$ cat src/design/ship_rrip_stream_dueling_replacement_core_defines.svh
// Assertion macros for the replacement core.
// Used by the top level; no other dependencies.
`ifndef SHIP_RRIP_STREAM_DUELING_REPLACEMENT_CORE_DEFINES_SVH
`define SHIP_RRIP_STREAM_DUELING_REPLACEMENT_CORE_DEFINES_SVH
// implication checked at every edge outside reset
`define SRD_ASSERT_IMP(label, a, c) \
  label: assert property (@(posedge clk) disable iff (!rst_n) (a) |-> (c)) \
    else $error("check failed");
// next-cycle implication
`define SRD_ASSERT_NXT(label, a, c) \
  label: assert property (@(posedge clk) disable iff (!rst_n) (a) |=> (c)) \
    else $error("check failed");
`endif

$ cat src/design/srd_ram.sv
// Generic single-port-write, one-read synchronous RAM, registered read.
// No dependencies.
`default_nettype none
module srd_ram #(
  parameter int WIDTH = 8,
  parameter int DEPTH = 16
) (
  input  wire logic                     clk,
  input  wire logic                     we,
  input  wire logic [$clog2(DEPTH)-1:0] waddr,
  input  wire logic [WIDTH-1:0]         wdata,
  input  wire logic [$clog2(DEPTH)-1:0] raddr,
  output logic      [WIDTH-1:0]         rdata
);
  logic [WIDTH-1:0] mem [DEPTH];
  always_ff @(posedge clk) begin
    if (we) mem[waddr] <= wdata;
    rdata <= mem[raddr];
  end
endmodule
`default_nettype wire

$ cat config.mk
export PLATFORM = sky130hd
export DESIGN_NAME = srd_ram
export DESIGN_NICKNAME = d
export VERILOG_FILES = /design/src/design/ship_rrip_stream_dueling_replacement_core_defines.svh /design/src/design/srd_ram.sv
export SDC_FILE = /design/constraint.sdc
export NUM_CORES = 1
export LEC_CHECK = 0
export BUFFER_PORTS_ARGS = -buffer_cell sky130_fd_sc_hd__buf_2
export CAP_MARGIN = 40
export CELL_PAD_IN_SITES_DETAIL_PLACEMENT = 0
export CELL_PAD_IN_SITES_GLOBAL_PLACEMENT = 2
export CORE_UTILIZATION = 43
export DETAILED_ROUTE_END_ITERATION = 8
export GPL_TIMING_DRIVEN = 0
export PLACE_DENSITY = 0.71
export SLEW_MARGIN = 20
export SYNTH_ARGS = -nofsm -noshare
export SYNTH_HDL_FRONTEND = slang
export SYNTH_SLANG_ARGS = --single-unit
$ cat constraint.sdc
create_clock -name clk -period 2.09 [get_ports clk]
set_input_delay 0.5225 -clock clk [delete_from_list [all_inputs] [get_ports clk]]
set_output_delay 0.5225 -clock clk [all_outputs]
set_load 0.1 [all_outputs]
==> impl_metrics.env, run 1 <==
export IMPL_vias_per_cell=5.45
export IMPL_muxShareOfSynthArea_pct=15.0
export IMPL_grt_pass1_wl_mm=14.9
export IMPL_finalWeightedCongestion=0.693
export IMPL_ys_types=19
export IMPL_drv_cap=0
export IMPL_p_seq_share_pct=45.9
export IMPL_violations="design-rule violations"
export IMPL_cts_buffer_depth=2
export IMPL_drtIter0Drc=192
export IMPL_final_period_utilization_pct=84.9
export IMPL_finalWorstPathRequiredPeriod_ps=1770
export IMPL_wl_per_cell_um=22.8
export IMPL_cts_tree="yes"
export IMPL_cp_max_fo=8
export IMPL_finalClockSkew_ps=9.54
export IMPL_dpl_hpwl_mm=6.25
export IMPL_hold_path_class="primary input to flop"
export IMPL_drive_gt1_share_pct=31.1
export IMPL_die_y_um=111
export IMPL_fin_nets=294
export IMPL_setup_worst_path_class="primary input to flop"
export IMPL_synth_main_ff_cell="edfxtp_1"
export IMPL_dr_total_vias=2354
export IMPL_initial_core_util_pct=44.5
export IMPL_die_w_um=111
export IMPL_fin_area_um2=6130
export IMPL_clkPwrFrac_pct=47.7
export IMPL_ys_top_cells_by_count="edfxtp_1, mux4_2, a22oi_1"
export IMPL_cts_hold_buf=0
export IMPL_pwr_share_comb_pct=6.3
export IMPL_cp_arrival_ps=1810
export IMPL_synth_most_common_cell="edfxtp_1"
export IMPL_cts_resized=0
export IMPL_synth_xor_area_share_pct=0
export IMPL_max_slew_worst_pin_slew_ps=808
export IMPL_power_mw=6.67
export IMPL_power_switching_mw=1.38
export IMPL_power_density_nw_per_um2=1090
export IMPL_fin_util_pct=53.0
export IMPL_grt_overflow_total=0
export IMPL_synth_compound_area_share_pct=2.33
export IMPL_rsz0062_at_grt="false"
export IMPL_synth_edf_count=128
export IMPL_finalSetupTns_ps=0
export IMPL_post_cts_buffers=0
export IMPL_relSlewSlack_pct=45.8
export IMPL_numCtsBuffers=17
export IMPL_yosys_warnings=0
export IMPL_drtAntennaViolNets=0
export IMPL_start_kind="primary input"
export IMPL_grt_pass1_vias=2416
export IMPL_drt_pass1_iterations=6
export IMPL_setup_viol=0
export IMPL_htree_levels=4
export IMPL_yosysTopAreaCell="edfxtp_1"
export IMPL_areaGrowthSynthToFinish_pct=19.2
export IMPL_drv_slew=0
export IMPL_cellLeakagePower_nw=2.07
export IMPL_cp_required_ps=2120
export IMPL_timing_hold_ws_ps=509
export IMPL_grt_max_degree=17
export IMPL_clockRootBuffer="clkbuf_16"
export IMPL_ioPinCount=26
export IMPL_synthArstFlopShare_pct=0
export IMPL_postPlaceCellArea_um2=5470
export IMPL_dieArea_um2=12400
export IMPL_synthTopCellsByArea="edfxtp_1, mux4_2, mux4_1, dfxtp_1, a22oi_1"
export IMPL_placementRows=39
export IMPL_synth_top_cell_area_share_pct=74.7
export IMPL_ir_worst_vdd_uv=453
export IMPL_syn_area_um2=5150
export IMPL_cts_sinks=136
export IMPL_synth_seq_area_share_pct=77.8
export IMPL_antenna_found_initial=0
export IMPL_synth_seq_cells=136
export IMPL_synth_top_family_by_area="multiplexers"
export IMPL_hold_viol_final=0
export IMPL_antenna_cells=0
export IMPL_outcome="finished with violations"
export IMPL_synth_adder_area_share_pct=0
export IMPL_endpoint_kind="flop"
export IMPL_io_buffers=24
export IMPL_clock_fmax_mhz=564
export IMPL_clk_pin_slew_ps=60
export IMPL_avgSynthCellArea_um2=22.5
export IMPL_p_int_mw=5.29
export IMPL_clock_latency_ps=410
export IMPL_swShare_pct=20.7
export IMPL_drt_wl_total_mm=9.86
export IMPL_core_area_um2=11600
export IMPL_track_usage_pct=17.4
export IMPL_netlist_instances=229
export IMPL_synthSimpleGateAreaFrac_pct=3.18
export IMPL_syn_num_nets=247
export IMPL_drc=2
[power groups by stage]
stage | clock (mW) | combinational [mW] | sequential (mW)
6_report | 3.18 | 0.423 | 3.06
5_1_grt | 3.35 | 0.449 | 3.07
4_1_cts | 3.23 | 0.428 | 3.06
3_5_place_dp | 0 | 0.427 | 3.12
3_3_place_gp | 0 | 0.419 | 3.12
2_1_floorplan | 0 | 0.155 | 3.25
[final timing paths]
kind	endpoint	from	cells past startpoint	slack, ps
setup / recovery	mem[2][3]$_DFFE_PP_	waddr[2]	3	320
hold / removal	mem[7][4]$_DFFE_PP_	wdata[4]	1	510
setup reg to reg	rdata[0]$_DFF_P_	mem[0][0]$_DFFE_PP_	3	670
hold reg to reg	rdata[3]$_DFF_P_	mem[8][3]$_DFFE_PP_	3	680
[flip-flops by register name, indices dropped and copies added (netlist names)]
signal,cells
mem,128
rdata,8
[routing by layer]
layer | part of all wire [%] | global-route usage [%] | wire length (um)
met5 | 0 | 0 | 0
met4 | 1.2 | 7.03 | 120
met3 | 7.0 | 4.41 | 686
met2 | 48 | 27.1 | 4760
met1 | 44 | 23.8 | 4290
[critical path, cell delays in order]
cell	delay, ps
buf_2	110
or3b_2	540
nor2_1	630
[stage by stage]
step / setup WS, ps / cells
2_1_floorplan: 74.6 / 229
6_report: 316 / 432
3_5_place_dp: -204 / 396
3_3_place_gp: -598 / 396
4_1_cts: 224 / 428
5_1_grt: 249 / 432
[placed cells by master (no fill, tap or decap), types with 4 or more instances in the layout]
cell / count
mux4_1: 14
clkbuf_16: 17
a22oi_1: 16
nor2_1: 13
mux4_2: 18
buf_4: 5
edfxtp_1: 128
dfxtp_1: 8
nor3_2: 4
buf_2: 27
nand2_1: 9
bufinv_16: 5
[logic make-up (layout without fill, tap and decap cells)]
| logic type | after synthesis | in the layout |
|---|---|---|
| flip-flops | 136 | 136 |
| AND/OR/NAND/NOR | 35 | 35 |
| multiplexers | 32 | 32 |
| AO/OA/AOI/OAI | 16 | 16 |
| buffers and inverters | 10 | 70 |
[cell type report]
cell class	instances	area, um^2
clock buffer	20	437
clock inverter	12	200
tap	143	179
fill	879	5430
multi-input combinational	83	1080
sequential	136	4000
timing repair buffer	28	150
buffer	10	86.3
Power figures use the tool's default switching activity.
==> run 2: changes to the inputs <==
--- a/config.mk
+++ b/config.mk
@@ -9,7 +9,7 @@
 export CAP_MARGIN = 40
 export CELL_PAD_IN_SITES_DETAIL_PLACEMENT = 0
 export CELL_PAD_IN_SITES_GLOBAL_PLACEMENT = 2
-export CORE_UTILIZATION = 43
+export CORE_UTILIZATION = 45
 export DETAILED_ROUTE_END_ITERATION = 8
 export GPL_TIMING_DRIVEN = 0
 export PLACE_DENSITY = 0.71
==> constraint.sdc (replaced) <==
create_clock -name clk -period 1.7 [get_ports clk]
set_input_delay 0.425 -clock clk [delete_from_list [all_inputs] [get_ports clk]]
set_output_delay 0.425 -clock clk [all_outputs]
set_load 0.1 [all_outputs]
==> run 2 against run 1 <==
The flow finishes with violations (negative setup slack); critical endpoint is now mem[3][5]$_DFFE_PP_; first-iteration DRC count decreased by 21%; utilization increased by 3.1 points; die area decreased by 4.4%; clock-buffer cell count decreased by 2; register-to-register slack got worse by 400 ps; final area increased by 0.45%; combinational power increased by 23%.
==> impl_metrics.env, run 2 (synthesized netlist as in run 1, its figures left out) <==
export IMPL_setup_worst_path_class="primary input to flop"
export IMPL_nFillCells=822
export IMPL_layout_common_cells="edfxtp_1, buf_2, mux4_2"
export IMPL_min_path_cells=1
export IMPL_clockRootBuffer="clkbuf_16"
export IMPL_final_period_utilization_pct=101
export IMPL_grt_max_degree=17
export IMPL_core_area_um2=11000
export IMPL_ioPinCount=26
export IMPL_io_buffers=24
export IMPL_cts_buffer_depth=2
export IMPL_max_slew_worst_pin_slew_ps=805
export IMPL_initial_core_util_pct=46.9
export IMPL_cts_tree="yes"
export IMPL_outcome="finished with violations"
export IMPL_hold_path_class="primary input to flop"
export IMPL_min_from="wdata[4]"
export IMPL_ir_worst_vdd_uv=606
export IMPL_rsz0062_at_grt="true"
export IMPL_postPlaceCellArea_um2=5460
export IMPL_grt_overflow_total=0
export IMPL_drc=0
export IMPL_cp_slowest_stage_delay_ps=650
export IMPL_drv_slew=0
export IMPL_start_kind="primary input"
export IMPL_antenna_found_initial=0
export IMPL_antenna_cells=0
export IMPL_layout_commonest_cell="edfxtp_1"
export IMPL_cp_required_ps=1740
export IMPL_cts_sinks=136
export IMPL_numCtsBuffers=17
export IMPL_power_density_nw_per_um2=1360
export IMPL_clock_latency_ps=420
export IMPL_drv_cap=0
export IMPL_crit_buf_inv=1
export IMPL_dpl_hpwl_mm=6.18
export IMPL_dr_total_vias=2406
export IMPL_grt_pass1_vias=2412
export IMPL_hold_viol_final=0
export IMPL_grt_pass1_wl_mm=14.7
export IMPL_crit_cells=3
export IMPL_drt_pass1_iterations=4
export IMPL_finalClockSkew_ps=9.61
export IMPL_cp_cell_sequence="buf_2 -> or3b_2 -> nor2_1"
export IMPL_drtIter0Drc=152
export IMPL_finalWorstPathRequiredPeriod_ps=1720
export IMPL_htree_levels=4
export IMPL_cellLeakagePower_nw=2.08
export IMPL_fin_area_um2=6160
export IMPL_finalWeightedCongestion=0.676
export IMPL_drt_wl_total_mm=9.86
export IMPL_endpoint_kind="flop"
export IMPL_place_ws_ps=-438
export IMPL_fin_ws_ps=-20.7
export IMPL_drive_gt1_share_pct=32.3
export IMPL_die_y_um=109
export IMPL_setup_viol=8
export IMPL_dieArea_um2=11900
export IMPL_crit_start="waddr[2]"
export IMPL_die_w_um=109
export IMPL_clk_pin_slew_ps=60
export IMPL_fin_util_pct=56.1
export IMPL_clock_fmax_mhz=581
export IMPL_cts_hold_buf=0
export IMPL_vias_per_cell=5.62
export IMPL_wl_per_cell_um=23.0
export IMPL_crit_family="simple AND/OR/NAND/NOR gates"
export IMPL_track_usage_pct=18.8
export IMPL_relSlewSlack_pct=46.0
export IMPL_violations="negative setup slack"
export IMPL_cp_arrival_ps=1760
export IMPL_slowest_stage="nor2_1"
export IMPL_top_register="mem"
export IMPL_drtAntennaViolNets=0
export IMPL_ff2ff_path_depth=3
export IMPL_cp_max_fo=8
export IMPL_fin_nets=293
export IMPL_r2r_start="mem[4][2]$_DFFE_PP_"
export IMPL_placementRows=38
export IMPL_reg_top3="mem: 128 flops, rdata: 8 flops"
export IMPL_largest_reg_flops=128
export IMPL_areaGrowthSynthToFinish_pct=19.7
-- run 2: area by class of cell --
cell class | instances | area (um^2) | area share, %
clock buffers | 18 | 439 | 7.13
repair buffers | 27 | 143 | 2.32
multi-input cells | 83 | 1090 | 17.6
clock inverters | 14 | 228 | 3.70
plain buffers | 10 | 86.3 | 1.40
flip-flops and latches | 136 | 4000 | 65.0
well taps | 140 | 175 | 2.84
-- run 2: repair_timing --
item | CTS | global route
buffers inserted | 0 | 0
resized for setup | 1 | 1
endpoints found under the setup margin | 8 | 24
-- run 2: per-layer routing --
metal	track usage [%]	vias to the layer above	part of all wire (%)
li1	-	1070	-
met1	26.5	1261	47
met2	27.8	66	47
met3	5.20	9	4.3
met4	7.63	0	1.3
met5	0	-	0
-- run 2: metrics by stage --
step | cells | hold slack [ps] | total power [mW] | setup TNS, ps
final | 428 | 416 | 8.40 | -155
after global routing | 428 | 417 | 8.64 | -464
after CTS | 425 | 404 | 8.45 | 0
after detailed placement | 393 | 673 | 4.36 | -25860
after global placement | 393 | 667 | 4.35 | -33950
after floorplan | 229 | 524 | 4.19 | 0
-- run 2: path summary, 6_finish.rpt --
path                                        endpoint  slack (ps)
worst min register to register      rdata[3]$_DFF_P_         680
worst min-delay path            mem[15][4]$_DFFE_PP_         420
worst max-delay path             mem[3][5]$_DFFE_PP_         -20
worst max register to register      rdata[2]$_DFF_P_         270
-- run 2: where the power goes --
part | total [mW] | leakage [nW] | switching, mW | internal, mW
registers | 3.77 | 1.22 | 0.0160 | 3.75
logic | 0.522 | 0.538 | 0.371 | 0.151
clock network | 4.11 | 0.321 | 1.34 | 2.77
